[src/rtl/assert_macros.svh]
// assertion helpers for the frame decoder rtl
`ifndef ASSERT_MACROS_SVH
`define ASSERT_MACROS_SVH

`ifndef NO_ASSERTIONS

// property must hold at every clock edge outside reset
`define SFACD_ASSERT_ALWAYS(lbl, clk, rst_n, prop) \
	lbl: assert property (@(posedge clk) disable iff (!rst_n) (prop)) \
		else $error("sfacd assertion failed");

// consequent must hold in the same cycle as the antecedent
`define SFACD_ASSERT_IMPLY(lbl, clk, rst_n, ante, cons) \
	lbl: assert property (@(posedge clk) disable iff (!rst_n) (ante) |-> (cons)) \
		else $error("sfacd assertion failed");

`else

`define SFACD_ASSERT_ALWAYS(lbl, clk, rst_n, prop)
`define SFACD_ASSERT_IMPLY(lbl, clk, rst_n, ante, cons)

`endif

`endif

[src/rtl/sfacd_pkg.sv]
`timescale 1ns / 1ps

package sfacd_pkg;

	localparam logic [7:0] HDR_BYTE     = 8'hAA;
	localparam logic [7:0] TAIL_BYTE    = 8'hFF;
	localparam int unsigned PAYLOAD_LEN = 5;
	localparam int unsigned CNT_W       = 3;
	// count value at which the tail byte is due (header plus payload)
	localparam logic [CNT_W-1:0] CNT_TAIL = CNT_W'(PAYLOAD_LEN + 1);

	localparam logic [7:0] JOINT_BASE = 8'd105;
	localparam logic [7:0] JOINT_MAX  = 8'd165;
	localparam logic [7:0] CLAW_MAX   = 8'd140;

	localparam logic [1:0] MODE_AUTO = 2'd1;

	localparam logic [7:0] SEL_AUTO     = 8'h00;
	localparam logic [7:0] SEL_BASE     = 8'h01;
	localparam logic [7:0] SEL_JOINT    = 8'h02;
	localparam logic [7:0] SEL_CLAW     = 8'h03;
	localparam logic [7:0] SEL_BASE_JNT = 8'h04;
	localparam logic [7:0] SEL_BASE_CLW = 8'h05;
	localparam logic [7:0] SEL_JNT_CLW  = 8'h06;
	localparam logic [7:0] SEL_STOP     = 8'h07;

	localparam logic [1:0] BASE_HALT = 2'd0;
	localparam logic [1:0] BASE_BWD  = 2'd1;
	localparam logic [1:0] BASE_FWD  = 2'd2;

	localparam int unsigned TDATA_W = 32;

	typedef enum logic {
		ST_HUNT,
		ST_FRAME
	} frame_state_t;

	typedef logic [7:0] payload_t [PAYLOAD_LEN];

	// first member sits in the top bits, so the last field listed is the lowest
	typedef struct packed {
		logic [7:0] claw_angle;
		logic       claw_action;
		logic [7:0] joint_angle;
		logic       joint_action;
		logic [7:0] base_speed;
		logic [1:0] base_action;
	} cmd_t;

	localparam int unsigned CMD_W = $bits(cmd_t);

	function automatic cmd_t decode_frame(input logic [7:0] cw, input logic [7:0] ccw,
			input logic [7:0] rj, input logic [7:0] rc, input logic [7:0] sel);
		cmd_t       c;
		logic       eb;
		logic       ej;
		logic       ec;
		logic       stop_all;
		logic [8:0] jsum;
		eb = 1'b0;
		ej = 1'b0;
		ec = 1'b0;
		stop_all = (sel == SEL_STOP) ||
			(sel == SEL_BASE && cw == 8'd0 && ccw == 8'd0 && rj == 8'd0 && rc == 8'd0);
		if (!stop_all) begin
			unique case (sel)
				SEL_AUTO: begin
					eb = 1'b1;
					ej = (rj != 8'd0);
					ec = (rc != 8'd0);
				end
				SEL_BASE:     eb = 1'b1;
				SEL_JOINT:    ej = 1'b1;
				SEL_CLAW:     ec = 1'b1;
				SEL_BASE_JNT: begin
					eb = 1'b1;
					ej = 1'b1;
				end
				SEL_BASE_CLW: begin
					eb = 1'b1;
					ec = 1'b1;
				end
				SEL_JNT_CLW:  begin
					ej = 1'b1;
					ec = 1'b1;
				end
				default: ;
			endcase
		end
		c.base_action = BASE_HALT;
		c.base_speed  = 8'd0;
		if (eb) begin
			if (cw != 8'd0 && ccw == 8'd0) begin
				c.base_action = BASE_BWD;
				c.base_speed  = cw;
			end else if (ccw != 8'd0 && cw == 8'd0) begin
				c.base_action = BASE_FWD;
				c.base_speed  = ccw;
			end
		end
		jsum = {1'b0, JOINT_BASE} + {1'b0, rj};
		c.joint_action = ej;
		if (!ej) begin
			c.joint_angle = JOINT_BASE;
		end else if (jsum > {1'b0, JOINT_MAX}) begin
			c.joint_angle = JOINT_MAX;
		end else begin
			c.joint_angle = jsum[7:0];
		end
		c.claw_action = ec;
		if (!ec) begin
			c.claw_angle = 8'd0;
		end else if (rc > CLAW_MAX) begin
			c.claw_angle = CLAW_MAX;
		end else begin
			c.claw_angle = rc;
		end
		return c;
	endfunction

endpackage

[src/rtl/sync_frame_actuator_command_decoder.sv]
`timescale 1ns / 1ps
// Frame decoder for a three-actuator arm, fed one received byte per transaction.
// s_axis: tdata[7:0] is rx_byte. The decoder hunts for the 0xAA header, stores
// the five payload bytes (cw, ccw, raw joint, raw claw, selector) and checks the
// seventh byte for 0xFF. A 0xAA inside a frame restarts it.
// m_axis: one command transaction per good frame while control_mode is 1.
// control_mode is written through control_mode_wr_en / control_mode_wr_data.
// Path: the tail byte is held in the input register, then the command in the
// result register, which drives m_axis.
// Throughput: one byte per cycle while m_axis_tready is high; both stages
// are a single register each, with one compare/add/clamp decode between them.
// Stall: if a command waits on m_axis, the input stage holds its byte and
// s_axis_tready drops only while both stages are full; when m_axis_tready is
// high the pipeline keeps moving every cycle.
// Reset (arst_n low): back to hunting, control_mode 0, no command pending.
// The payload bytes are not reset; they are always rewritten before a decode.

module sync_frame_actuator_command_decoder (
	input  logic                            clk,
	input  logic                            arst_n,
	input  logic                            control_mode_wr_en,
	input  logic [1:0]                      control_mode_wr_data,
	input  logic                            s_axis_tvalid,
	output logic                            s_axis_tready,
	input  logic [7:0]                      s_axis_tdata,  // rx_byte
	output logic                            m_axis_tvalid,
	input  logic                            m_axis_tready,
	// base_action[1:0], base_speed[9:2], joint_action[10], joint_angle[18:11],
	// claw_action[19], claw_angle[27:20], zero fill
	output logic [sfacd_pkg::TDATA_W-1:0]   m_axis_tdata
);
	import sfacd_pkg::*;

`include "assert_macros.svh"

	logic [1:0]       control_mode_q;
	logic             valid_s1;
	logic [7:0]       byte_s1;
	frame_state_t     state_q;
	frame_state_t     state_d;
	logic [CNT_W-1:0] byte_count_q;
	logic [CNT_W-1:0] byte_count_d;
	payload_t         payload_q;
	logic             store_en;
	logic             advance;
	logic             load_out;
	logic             out_valid_q;
	cmd_t             cmd_d;
	cmd_t             cmd_q;

	// stage 1 moves on when the result register is free or being emptied
	assign advance       = !out_valid_q || m_axis_tready;
	assign s_axis_tready = !valid_s1 || advance;

	always_ff @(posedge clk or negedge arst_n) begin
		if (!arst_n) begin
			control_mode_q <= 2'd0;
		end else if (control_mode_wr_en) begin
			control_mode_q <= control_mode_wr_data;
		end
	end

	always_ff @(posedge clk or negedge arst_n) begin
		if (!arst_n) begin
			valid_s1 <= 1'b0;
		end else if (s_axis_tready) begin
			valid_s1 <= s_axis_tvalid;
		end
	end

	always_ff @(posedge clk) begin
		if (s_axis_tready && s_axis_tvalid) begin
			byte_s1 <= s_axis_tdata;
		end
	end

	// frame tracking for the byte in stage 1
	always_comb begin
		state_d      = state_q;
		byte_count_d = byte_count_q;
		store_en     = 1'b0;
		load_out     = 1'b0;
		if (valid_s1 && advance) begin
			unique case (state_q)
				ST_HUNT: begin
					if (byte_s1 == HDR_BYTE) begin
						state_d      = ST_FRAME;
						byte_count_d = CNT_W'(1);
					end
				end
				ST_FRAME: begin
					if (byte_s1 == HDR_BYTE) begin
						byte_count_d = CNT_W'(1);
					end else if (byte_count_q < CNT_TAIL) begin
						store_en     = 1'b1;
						byte_count_d = byte_count_q + CNT_W'(1);
					end else begin
						state_d      = ST_HUNT;
						byte_count_d = '0;
						load_out     = (byte_s1 == TAIL_BYTE) && (control_mode_q == MODE_AUTO);
					end
				end
				default: ;
			endcase
		end
	end

	always_ff @(posedge clk or negedge arst_n) begin
		if (!arst_n) begin
			state_q      <= ST_HUNT;
			byte_count_q <= '0;
		end else begin
			state_q      <= state_d;
			byte_count_q <= byte_count_d;
		end
	end

	// payload slot is count minus one; counts 1..5 land in slots 0..4
	generate
		for (genvar i = 0; i < PAYLOAD_LEN; i++) begin : g_payload
			always_ff @(posedge clk) begin
				if (store_en && byte_count_q == CNT_W'(i + 1)) begin
					payload_q[i] <= byte_s1;
				end
			end
		end
	endgenerate

	assign cmd_d = decode_frame(payload_q[0], payload_q[1], payload_q[2],
		payload_q[3], payload_q[4]);

	always_ff @(posedge clk or negedge arst_n) begin
		if (!arst_n) begin
			out_valid_q <= 1'b0;
		end else if (advance) begin
			out_valid_q <= load_out;
		end
	end

	always_ff @(posedge clk) begin
		if (load_out) begin
			cmd_q <= cmd_d;
		end
	end

	assign m_axis_tvalid = out_valid_q;
	assign m_axis_tdata  = {{(TDATA_W - CMD_W){1'b0}}, cmd_q};

	`SFACD_ASSERT_IMPLY(a_hunt_count_zero, clk, arst_n, state_q == ST_HUNT,
		byte_count_q == '0)
	`SFACD_ASSERT_IMPLY(a_frame_count_range, clk, arst_n, state_q == ST_FRAME,
		byte_count_q != '0 && byte_count_q <= CNT_TAIL)
	`SFACD_ASSERT_IMPLY(a_load_only_auto_tail, clk, arst_n, load_out,
		control_mode_q == MODE_AUTO && byte_s1 == TAIL_BYTE && state_q == ST_FRAME)
	`SFACD_ASSERT_IMPLY(a_out_angles_range, clk, arst_n, out_valid_q,
		cmd_q.joint_angle >= JOINT_BASE && cmd_q.joint_angle <= JOINT_MAX &&
		cmd_q.claw_angle <= CLAW_MAX)
	`SFACD_ASSERT_IMPLY(a_halt_no_speed, clk, arst_n,
		out_valid_q && cmd_q.base_action == BASE_HALT, cmd_q.base_speed == 8'd0)

endmodule

[config.mk]
export PLATFORM = sky130hd
export DESIGN_NAME = sync_frame_actuator_command_decoder
export DESIGN_NICKNAME = d
export VERILOG_FILES = /design/src/rtl/sfacd_pkg.sv /design/src/rtl/sync_frame_actuator_command_decoder.sv
export VERILOG_INCLUDE_DIRS = /design/src /design/src/rtl
export SDC_FILE = /design/constraint.sdc
export NUM_CORES = 1
export LEC_CHECK = 0
export BUFFER_PORTS_ARGS = -buffer_cell sky130_fd_sc_hd__buf_2
export CAP_MARGIN = 10
export CORE_MARGIN = 2
export CORE_UTILIZATION = 45
export CTS_BUF_LIST = sky130_fd_sc_hd__clkbuf_8 sky130_fd_sc_hd__clkbuf_16
export CTS_CLUSTER_DIAMETER = 50
export CTS_CLUSTER_SIZE = 25
export DETAILED_ROUTE_END_ITERATION = 12
export HOLD_SLACK_MARGIN = 0.1
export PLACE_DENSITY = 0.67
export SLEW_MARGIN = 20
export SYNTH_ARGS = -nofsm -noshare
export SYNTH_HDL_FRONTEND = slang
export SYNTH_SLANG_ARGS = --single-unit
[constraint.sdc]
create_clock -name clk -period 4.1 [get_ports clk]
set_input_delay 0.82 -clock clk [delete_from_list [all_inputs] [get_ports clk]]
set_output_delay 0.82 -clock clk [all_outputs]
set_load 0.01 [all_outputs]
# [After elaboration in Yosys (flattened, before gate mapping)]
# Memory sizes are Yosys's and may differ from the RTL's.
# Cells that the tools add are included.
# Widths: inputs -> output; s select.
[totals] regBits=44 ram_bits=40 in_bits=15 out_inout_bits=34 wordCells=127 n_memories=1
[classes] addsub=2 order_cmp=3 eq_ne=16 n_mux=47 bitwise=4 reduce_logical=39
[memory_table] memory="payload_q" depth=5 width=8 read_ports=5 rd_ports_with_merged_regs=0 write_ports=1 line_no="sync_frame_actuator_command_decoder.sv:43" rtl="payload_t payload_q;"
[ops] operator="$mux 8" count=6
[ops] operator="$logic_not 8->1" count=5
[ops] operator="$eq 8x3->1 const B" count=4
[ops] operator="$reduce_bool 8->1" count=4
[ops] operator="$reduce_or 8->1" count=4
[ops] operator="$mux 1" count=28
[ops] operator="$mux 3" count=7
[ops] operator="$mux 10" count=2
[ops] operator="$eq 8x2->1 const B" count=2
[ops] operator="$eq 8x8->1 const B" count=2
[ops] operator="$logic_and 1x1->1" count=14
[ops] operator="$add 7x8->9 const A" count=1
[ops] operator="$gt 9x8->1 const B" count=1
[ops] operator="$eq 8x1->1 const B" count=1
[ops] operator="$gt 8x8->1 const B" count=1
[ops] operator="$eq 3x2->1 const B" count=2
[ops] operator="$eq 3x3->1 const B" count=2
[ops] operator="$pmux 1 s2" count=3
[ops] operator="$pmux 3 s2" count=1
[ops] operator="$reduce_or 2->1" count=3
[ops] operator="$reduce_or 3->1" count=2
[ops] operator="$not 1->1" count=4
[ops] operator="$reduce_or 4->1" count=1
[ops] operator="$add 3x1->3 const B" count=1
[ops] operator="other kinds (7)" count=10

# [Longest topological paths before layout]
# Gate-level depths: netlist of run 1.
[depth] depth_word=13 depth_mapped=6 mapped_depth_nobuf=6

# [Least setup slack after synthesis of run 1]
# Ideal clock, no wire load.
[synth_path] path_kind="input-to-reg" from="input port m_axis_tready" to="register cmd_q (netlist bit m_axis_tdata[0]) (enable)" setup_ps=484 t_arrival_ps=3930 required_ps=3616 slack_ps=-313 path_stages=3 n_path_buf=0 path_cell_list="nand2b_1 -> nand3_1 -> nor4_1"
[synth_via] elab_chain_len=3
[synth_lines] item="from (decl)" line_no="sync_frame_actuator_command_decoder.sv:27" rtl="input logic m_axis_tready,"
[synth_lines] item="$logic_or 1x1->1" line_no="sync_frame_actuator_command_decoder.sv:52" rtl="assign advance = !out_valid_q || m_axis_tready;"
[synth_lines] item="$logic_and 1x1->1" line_no="sync_frame_actuator_command_decoder.sv:83" rtl="if (valid_s1 && advance) begin"
[synth_lines] item="$mux 1" line_no="sync_frame_actuator_command_decoder.sv:83"
[synth_lines] item="named net load_out" line_no="sync_frame_actuator_command_decoder.sv:46" rtl="logic load_out;"
[synth_lines] item="to (signal assigned)" line_no="sync_frame_actuator_command_decoder.sv:142" rtl="cmd_q <= cmd_d;"
[synth_lines] item="to (decl)" line_no="sync_frame_actuator_command_decoder.sv:49" rtl="cmd_t cmd_q;"
# The timed path passes the listed nets, and every way through them passes these cells.
# A chain may end at the register's enable or synchronous reset.

==> results of run 1 <==
==> per-stage QoR <==
stage | instance area [um^2] | setup slack [ns] | total power [W] | instances
final | 4130 | 1.69 | 0.00159 | 411
after global routing | 4130 | 1.60 | 0.00165 | 411
after CTS | 4130 | 1.69 | 0.00160 | 411
after detailed placement | 3930 | 1.69 | 0.00103 | 395
after global placement | 3930 | 1.72 | 0.00103 | 395
after floorplan | 3630 | 0.851 | 0.00100 | 257
==> layer usage <==
metal  GRT usage  part of all wire  vias up
met2       0.240              0.49       58
met3      0.0338             0.048       13
met1       0.189              0.44      995
met4      0.0785             0.025        0
met5           0                 0        -
li1            -                 -     1057
==> critical path: stages, from the launching register on <==
cell and delay, ns:
edfxtp_1 0.46, ha_1 0.29, a21o_4 0.26, or4b_4 0.49
mux2_4 0.24, o31ai_4 0.08, or3_1 0.35
==> power breakdown <==
group	switching [W]	total (W)	leakage [nW]	internal (W)
sequential	0.0000202	0.000966	0.810	0.000945
clock	0.000299	0.000583	0.0958	0.000284
combinational	0.0000240	0.0000414	0.680	0.0000174
==> cells by family (layout without fill, tap and decap cells) <==
family / Yosys count / after routing / share of synthesized area
xor+xnor: 8 / 8 / 0.0194
compound gates: 45 / 45 / 0.0919
simple gates: 83 / 83 / 0.130
fa+ha+maj: 8 / 8 / 0.0277
other cells: 1 / 4 / 0.00104
mux: 4 / 4 / 0.0132
buf+inv: 21 / 73 / 0.0295
flops: 84 / 84 / 0.688
==> Yosys cell counts, types with 3 or more instances <==
| master | instances | area [um^2] |
|---|---|---|
| edfxtp_1 | 76 | 2280 |
| nand2_1 | 17 | 63.8 |
| nor2_1 | 13 | 48.8 |
| o21ai_0 | 12 | 60.1 |
| inv_1 | 11 | 41.3 |
| nor3_1 | 9 | 45.0 |
| a21oi_1 | 8 | 40.0 |
| a22o_1 | 8 | 70.1 |
| dfrtp_1 | 8 | 200 |
| ha_1 | 8 | 100 |
| and2_1 | 7 | 43.8 |
| and3_1 | 7 | 43.8 |
| buf_4 | 5 | 37.5 |
| nor4_1 | 5 | 31.3 |
| or3_1 | 5 | 31.3 |
| xnor2_1 | 5 | 43.8 |
| nand2b_1 | 4 | 25.0 |
| a31oi_1 | 3 | 18.8 |
| nand3_1 | 3 | 15.0 |
| nand4_1 | 3 | 18.8 |
| or4_1 | 3 | 22.5 |
| xor2_1 | 3 | 26.3 |
==> layout by cell type, fill, tap and decap left out, types with 2 or more instances in the layout <==
cell type / instances
inv_1: 11
a31oi_1: 3
nand4_1: 3
nand4b_1: 2
buf_2: 44
ha_1: 8
xor2_1: 3
a22o_1: 8
nand2b_1: 4
edfxtp_1: 76
clkinvlp_4: 2
clkbuf_8: 9
or4_1: 3
xnor2_1: 5
and2_1: 7
or3_1: 5
dfrtp_1: 8
nor2_1: 13
a21oi_1: 8
conb_1: 4
nand3_1: 3
mux2_2: 2
and3_1: 7
nor4_1: 4
nor3_1: 9
clkinv_4: 2
nor4_4: 2
a211oi_1: 2
nand2_1: 17
o21ai_0: 12
==> registers in the layout, indices dropped and copies added (netlist names) <==
signal,cells
payload_q,40
m_axis_tdata,28
control_mode_q,2
m_axis_tvalid,1
byte_s1,8
byte_count_q,3
state_q,1
valid_s1,1
==> worst min path at each step <==
stage | slack, ns | cells after the start | endpoint | startpoint
2_1_floorplan | 0.47 | 1 | control_mode_q[1] | control_mode_q[1]
5_1_grt | 0.28 | 1 | control_mode_q[0] | arst_n
6_report | 0.29 | 1 | valid_s1 | arst_n
3_5_place_dp | 0.51 | 1 | control_mode_q[0] | control_mode_q[0]
4_1_cts | 0.29 | 1 | control_mode_q[0] | arst_n
3_3_place_gp | 0.49 | 1 | control_mode_q[1] | control_mode_q[1]
==> area by class of cell <==
| class | instances | area, um^2 | area share |
|---|---|---|---|
| sequential | 84 | 2480 | 0.601 |
| multi-input combinational | 152 | 1050 | 0.254 |
| timing repair buffer | 45 | 228 | 0.0551 |
| tap | 102 | 128 | 0.0309 |
| clock buffer | 9 | 124 | 0.0300 |
| clock inverter | 7 | 76.3 | 0.0185 |
| inverter | 12 | 45.0 | 0.0109 |
==> qor.txt, run 1 <==
Critical Path Start Type -> register
Syn Area/Cell -> 14.2 um^2
critical path fanouts, max -> 6
asr flop ratio synth -> 0.0952
Clock Sinks -> 84
cts bufs inserted -> 9
io pins -> 49
number of global-route vias before repair -> 1,930
Slew HR -> 0.663
postcts setup bufs -> 0
initial antenna violation count -> 0
mapped cell area -> 0.00361 mm^2
Initial Util -> 0.465
worst endpoint required time -> 4.21 ns
port bufs -> 44
Die X-Extent -> 93.6 um
GRT overflow -> 0
setup TNS -> 0 ns
Fmax -> 0.416 GHz
cts hold-fix bufs -> 0
R2R Path Start -> payload_q[0][16]
layout cells sized above 1 -> 0.239
WL/cell -> 14.8 um
Worst Hold Class -> primary input to async pin
first-pass GRT wire length -> 9620 um
share of the core filled with cells -> 0.532
core area -> 0.00777 mm^2
crit path from -> payload_q[0][16]
Avg Vias per Cell -> 5.17
CP endpoint -> m_axis_tdata[16]
fin nets -> 327
residual DRC count -> 0
Slew Limit Fails -> 0
Worst-path clk slew -> 0.09 ns
Synth Register Bits -> 84
Worst VDD drop -> 0.231 mV
final hold violations -> 0
max cap viols -> 0
filler instances -> 671
sequential share of the synthesized area -> 0.688
GRT Util Overall -> 0.149
Min Hold Slack -> 0.293 ns
Pre-Repair DR Iteration Count -> 4
setup violators final -> 0
Antenna Violating Nets Remaining -> 0
final period utilization -> 0.587
Root Buffer -> clkbuf_8
Worst Path Arrival -> 2.51 ns
flop-to-flop setup slack -> 1.69 ns
GP Congestion -> 0.781
R2R Path End -> m_axis_tdata[16]
pwr dens -> 385 mW/mm^2
Tmin final -> 2.41 ns
Die Ht -> 93.6 um
worst r2r path cells -> 6
Mapped Cells -> 254
synthesis warning total -> 0
synth unique cells -> 49
Pleak -> 1.59 nW
Post-synth EDFFs -> 76
Crit Path Category -> register to register
Diodes inserted -> 0
P&R area growth vs syn -> 14.4%
worst slew pin tran -> 0.501 ns
final wirelength -> 6100 um
drt initial violations -> 153
Worst Clk Skew -> 0.00540 ns
post-DP HPWL -> 4270 um
Synth Flop Type -> edfxtp_1
Die Area -> 0.00875 mm^2
Longest Clk Path Bufs -> 2
DR vias -> 2,123
largest net degree at the start of global routing -> 29
worst skew pair latency -> 0.35 ns
Worst setup EP type -> register
outcome -> finished clean
row count -> 32
CTS tree -> built
RSZ-0062 raised after global routing -> no
Resized Gates After CTS -> 0
CTS H-Tree Depth -> 3
Note: power is estimated with default switching activity, not from simulation.
==> run 2: changes to the inputs <==
PLACE_DENSITY = 0.65   (was 0.67)
clock period = 2.41 ns   (was 4.1 ns; I/O delays follow)
==> run 2 against run 1 <==
Global-route usage is 0.96 points higher. Cell count is 2.9% higher. Clock power is 89% higher. Via count is 2.5% higher. Sequential power is 69% higher. Count of clock-buffer cells in the layout stayed put. Combinational power is 120% higher. Largest cell class unchanged. Fmax is 4.6% higher. Sequential share of layout area is 1.6 points lower. Flip-flop and latch count stayed put. Setup slack worse by 1.6 ns.
==> qor.txt, run 2 (synthesized netlist as in run 1, its figures left out) <==
DR vias -> 2,177 (+2.5%)
drt initial violations -> 99 (-35%)
commonest non-fill, non-tap cell in the layout -> edfxtp_1
Worst Path Arrival -> 2.41 ns (-0.10 ns)
first-pass GRT wire length -> 10,300 um (+7.2%)
row count -> 32 (unchanged)
Storage cell area -> 0.00248 mm^2 (unchanged)
Worst VDD drop -> 0.325 mV (+41%)
port bufs -> 44 (unchanged)
setup violators final -> 0 (unchanged)
Fmax -> 0.435 GHz (+4.6%)
Root Buffer -> clkbuf_8
GRT Util Overall -> 0.159 (+0.00964)
GRT overflow -> 0 (unchanged)
Crit Path Category -> register to register
max reg flops -> 40 (unchanged)
area of the multi-input gates -> 0.00105 mm^2 (unchanged)
critical path fanouts, max -> 6 (unchanged)
layout cells sized above 1 -> 0.265 (+0.0253)
io pins -> 49 (unchanged)
Diodes inserted -> 0 (unchanged)
final period utilization -> 0.954 (+0.368)
final wirelength -> 6340 um (+3.8%)
post-DP HPWL -> 4540 um (+6.2%)
Critical Path, Cell by Cell -> ha_1 > a21o_4 > or4b_4 > mux2_4 > o31ai_4 > or3_1
worst endpoint required time -> 2.52 ns (-1.69 ns)
filler instances -> 667 (-0.60%)
residual DRC count -> 0 (unchanged)
Worst-path clk slew -> 0.08 ns (about the same)
RSZ-0062 raised after global routing -> no
pwr dens -> 665 mW/mm^2 (+73%)
cts bufs inserted -> 9 (unchanged)
WL/cell -> 15.0 um (+0.89%)
Initial Util -> 0.465 (unchanged)
Worst Hold Class -> primary input to register
Critical Path Start Type -> register
share of the core filled with cells -> 0.547 (+0.0148)
CP max stage cell -> or4b_4
P&R area growth vs syn -> 17.6%
Die Ht -> 93.6 um (unchanged)
outcome -> finished clean
Die X-Extent -> 93.6 um (unchanged)
Die Area -> 0.00875 mm^2 (unchanged)
initial antenna violation count -> 0 (unchanged)
Worst Clk Skew -> 0.0111 ns (+0.00569 ns)
Pleak -> 1.66 nW (+4.5%)
Top reg by flops -> payload_q
Slew Limit Fails -> 0 (unchanged)
Tmin final -> 2.30 ns (-0.105 ns)
CTS tree -> built
setup TNS -> 0 ns (unchanged)
CTS H-Tree Depth -> 3 (unchanged)
worst skew pair latency -> 0.36 ns (about the same)
Pre-Repair DR Iteration Count -> 4 (unchanged)
Worst setup EP type -> register
Max stage delay on crit path -> 0.48 ns (about the same)
commonest cells after routing, fill and taps aside -> edfxtp_1, buf_2, nand2_1, nor2_1
fin nets -> 339 (+3.7%)
max cap viols -> 0 (unchanged)
Avg Vias per Cell -> 5.15 (-0.37%)
Antenna Violating Nets Remaining -> 0 (unchanged)
final hold violations -> 0 (unchanged)
largest net degree at the start of global routing -> 20 (-31%)
GP Congestion -> 0.794 (+1.6%)
Resized Gates After CTS -> 0 (unchanged)
core area -> 0.00777 mm^2 (unchanged)
Longest Clk Path Bufs -> 2 (unchanged)
number of global-route vias before repair -> 2,118 (+9.7%)
Clock Sinks -> 84 (unchanged)
[run 2: changes by cell type in the layout (fill, tap and decap cells not counted)]
cell / previous run / this run
dlygate4sd3_1: 0 / 1
bufinv_16: 1 / 2
clkinvlp_4: 2 / 1
clkinv_4: 2 / 1
buf_4: 1 / 12
inv_6: 1 / 2
[run 2: path summary, 6_finish.rpt]
| path | from | endpoint | slack [ns] | cells after the start |
|---|---|---|---|---|
| max | payload_q[0][16] | m_axis_tdata[16] | 0.11 | 6 |
| min | s_axis_tdata[6] | byte_s1[6] | 0.30 | 1 |
| max reg2reg | payload_q[0][16] | m_axis_tdata[16] | 0.11 | 6 |
| min reg2reg | control_mode_q[1] | control_mode_q[1] | 0.52 | 1 |
| max in group asynchronous | arst_n | byte_count_q[2] | 1.74 | 2 |
| min in group asynchronous | arst_n | control_mode_q[0] | 0.50 | 2 |
[run 2: routing by layer]
layer / vias to the layer above / wire length [um] / global-route usage
met1: 1026 / 2740 / 0.193
met5: - / 0 / 0
li1: 1086 / - / -
met4: 0 / 89 / 0.0761
met2: 58 / 3200 / 0.266
met3: 7 / 311 / 0.0395
[run 2: cell type report]
class	instances	share of cell area
repair buffers	57	0.0754
flip-flops and latches	84	0.585
clock inverters	7	0.0233
inverters	12	0.0106
clock buffers	9	0.0292
multi-input cells	152	0.247
well taps	102	0.0301
[run 2: metrics by stage]
stage | setup WS [ns] | hold WS, ns | power (W) | cells | cell area [um^2]
3_5_place_dp | 0.104 | 0.337 | 0.00176 | 406 | 4010
3_3_place_gp | 0.132 | 0.337 | 0.00175 | 406 | 4010
5_1_grt | 0.0331 | 0.286 | 0.00292 | 423 | 4250
6_report | 0.110 | 0.298 | 0.00282 | 423 | 4250
4_1_cts | 0.0961 | 0.277 | 0.00286 | 423 | 4250
2_1_floorplan | 0.102 | 0.186 | 0.00171 | 257 | 3640
[run 2: where the power goes]
group | switching (W) | internal [W]
registers | 0.0000225 | 0.00161
logic | 0.0000542 | 0.0000374
clock network | 0.000510 | 0.000590
total | 0.000587 | 0.00224
[run 2: worst max-delay path, delay by kind of cell, from the launching register on]
family | cells | cell delay [ns]
muxes | 1 | 0.23
and+or+nand+nor | 2 | 0.83
AOI/OAI and AO/OA | 2 | 0.34
adders and majority gates | 1 | 0.26
DFF | 1 | 0.39
[run 2: timing repair]
| item | CTS | global route |
|---|---|---|
| hold endpoints to repair | 8 | 0 |
| buffers inserted | 0 | 0 |
| hold buffers | 1 | 0 |
==> run 3: changes to the inputs <==
BUFFER_PORTS_ARGS = -buffer_cell sky130_fd_sc_hd__clkbuf_2   (was -buffer_cell sky130_fd_sc_hd__buf_2)
TNS_END_PERCENT = 20   (was not set)
==> run 3 against run 2 <==
Critical path depth is the same. Via count shrank 0.60%. Sequential share of layout area is essentially flat. Power grew 0.19%. Wire length shrank 2.6%. Setup slack lost 0.0053 ns.
==> qor.txt, run 3 (synthesized netlist as in run 1, its figures left out) <==
outcome -> finished clean
Buf/Inv on CP -> 0 (unchanged)
core area -> 0.00777 mm^2 (unchanged)
GP Congestion -> 0.801 (+0.91%)
WL/cell -> 14.6 um (-2.6%)
Critical Path Start Type -> register
Top reg by flops -> payload_q
layout cells sized above 1 -> 0.265 (unchanged)
CTS H-Tree Depth -> 3 (unchanged)
top sig layer -> met4
Top delay family on crit path -> simple AND/OR/NAND/NOR gates
Slew Limit Fails -> 0 (unchanged)
Resized Gates After CTS -> 0 (unchanged)
Critical Path, Cell by Cell -> ha_1 > a21o_4 > or4b_4 > mux2_4 > o31ai_4 > or3_1
filler instances -> 660 (-1.0%)
GRT overflow -> 0 (unchanged)
area of the multi-input gates -> 0.00105 mm^2 (unchanged)
pre-CTS setup slack -> 0.105 ns (+0.00176 ns)
share of the core filled with cells -> 0.546 (about the same)
final wirelength -> 6170 um (-2.6%)
Worst setup EP type -> register
post-DP HPWL -> 4480 um (-1.2%)
Avg Vias per Cell -> 5.12 (-0.60%)
commonest cells after routing, fill and taps aside -> edfxtp_1, clkbuf_2, nand2_1, nor2_1
Initial Util -> 0.465 (unchanged)
cts hold-fix bufs -> 1 (unchanged)
RSZ-0062 raised after global routing -> no
commonest non-fill, non-tap cell in the layout -> edfxtp_1
P&R area growth vs syn -> 17.6% (about the same)
drt initial violations -> 76 (-23%)
Diodes inserted -> 0 (unchanged)
max cap viols -> 0 (unchanged)
Worst Clk Skew -> 0.0109 ns (-0.000207 ns)
io pins -> 49 (unchanged)
Root Buffer -> clkbuf_8
Clock Sinks -> 84 (unchanged)
final worst slack -> 0.105 ns (-0.00532 ns)
fin nets -> 339 (unchanged)
first-pass GRT wire length -> 10,200 um (-1.4%)
Crit Path Category -> register to register
worst endpoint required time -> 2.52 ns (about the same)
setup violators final -> 0 (unchanged)
Longest Clk Path Bufs -> 2 (unchanged)
Pre-Repair DR Iteration Count -> 4 (unchanged)
setup TNS -> 0 ns (unchanged)
Worst Hold Class -> primary input to register
postcts setup bufs -> 0 (unchanged)
met1 WL -> 2860 um (+4.3%)
post-route cell area -> 0.00424 mm^2 (about the same)
number of global-route vias before repair -> 2,108 (-0.47%)
largest net degree at the start of global routing -> 20 (unchanged)
Pleak -> 1.65 nW (-0.37%)
pwr dens -> 666 mW/mm^2 (+0.22%)
DR vias -> 2,164 (-0.60%)
CTS tree -> built
Final Power -> 0.00283 W (+0.19%)
Die X-Extent -> 93.6 um (unchanged)
critical path fanouts, max -> 6 (unchanged)
final period utilization -> 0.957 (+0.00221)
row count -> 32 (unchanged)
worst skew pair latency -> 0.36 ns (about the same)
Max stage delay on crit path -> 0.48 ns (about the same)
residual DRC count -> 0 (unchanged)
Antenna Violating Nets Remaining -> 0 (unchanged)
area post-placement -> 0.00401 mm^2 (unchanged)
Worst-path clk slew -> 0.09 ns (about the same)
Met2 Wirelength -> 2970 um (-7.1%)
Storage cell area -> 0.00248 mm^2 (unchanged)
Worst VDD drop -> 0.289 mV (-11%)
Die Ht -> 93.6 um (unchanged)
GRT Util Overall -> 0.155 (-0.00403)
Worst Path Arrival -> 2.41 ns (about the same)
port bufs -> 44 (unchanged)
final hold violations -> 0 (unchanged)
Tmin final -> 2.31 ns (+0.00532 ns)
initial antenna violation count -> 0 (unchanged)
Fmax -> 0.434 GHz (-0.23%)
max reg flops -> 40 (unchanged)
cts bufs inserted -> 9 (unchanged)
CP max stage cell -> or4b_4
flop-to-flop setup slack -> 0.10 ns (about the same)
Die Area -> 0.00875 mm^2 (unchanged)
Met3 Routed Length -> 234 um (-25%)
==> run 3: path summary, 6_finish.rpt <==
| path | startpoint | to | cells after the start |
|---|---|---|---|
| setup / recovery | payload_q[0][17] | m_axis_tdata[16] | 6 |
| hold / removal | s_axis_tdata[6] | byte_s1[6] | 1 |
| setup reg to reg | payload_q[0][17] | m_axis_tdata[16] | 6 |
| hold reg to reg | control_mode_q[1] | control_mode_q[1] | 1 |
| max in group asynchronous | arst_n | byte_count_q[0] | 2 |
| min in group asynchronous | arst_n | control_mode_q[1] | 2 |
==> run 3: metal layers <==
metal  vias up  GRT usage
met1      1025      0.199
met5         -          0
met3         8     0.0363
li1       1079          -
met4         0     0.0688
met2        52      0.252
==> run 3: cell type report <==
class | count | share of cell area
clock buffers | 9 | 0.0292
inverters | 12 | 0.0106
repair buffers | 57 | 0.0755
multi-input cells | 152 | 0.247
flip-flops and latches | 84 | 0.585
well taps | 102 | 0.0301
clock inverters | 7 | 0.0230
==> run 3: through the flow <==
stage / hold slack, ns / std cells
final: 0.290 / 423
after detailed placement: 0.344 / 406
after global placement: 0.342 / 406
after global routing: 0.275 / 423
after CTS: 0.282 / 423
after floorplan: 0.186 / 257
==> run 3: worst reg2reg max path, stage by stage (launching register included) <==
cell and delay (ns):
edfxtp_1 0.41, ha_1 0.25, a21o_4 0.26, or4b_4 0.48, mux2_4 0.23, o31ai_4 0.08, or3_1 0.35
==> run 3: where the power goes <==
group / switching (W) / internal, W
sequential: 0.0000221 / 0.00161
clock: 0.000518 / 0.000588
combinational: 0.0000542 / 0.0000375
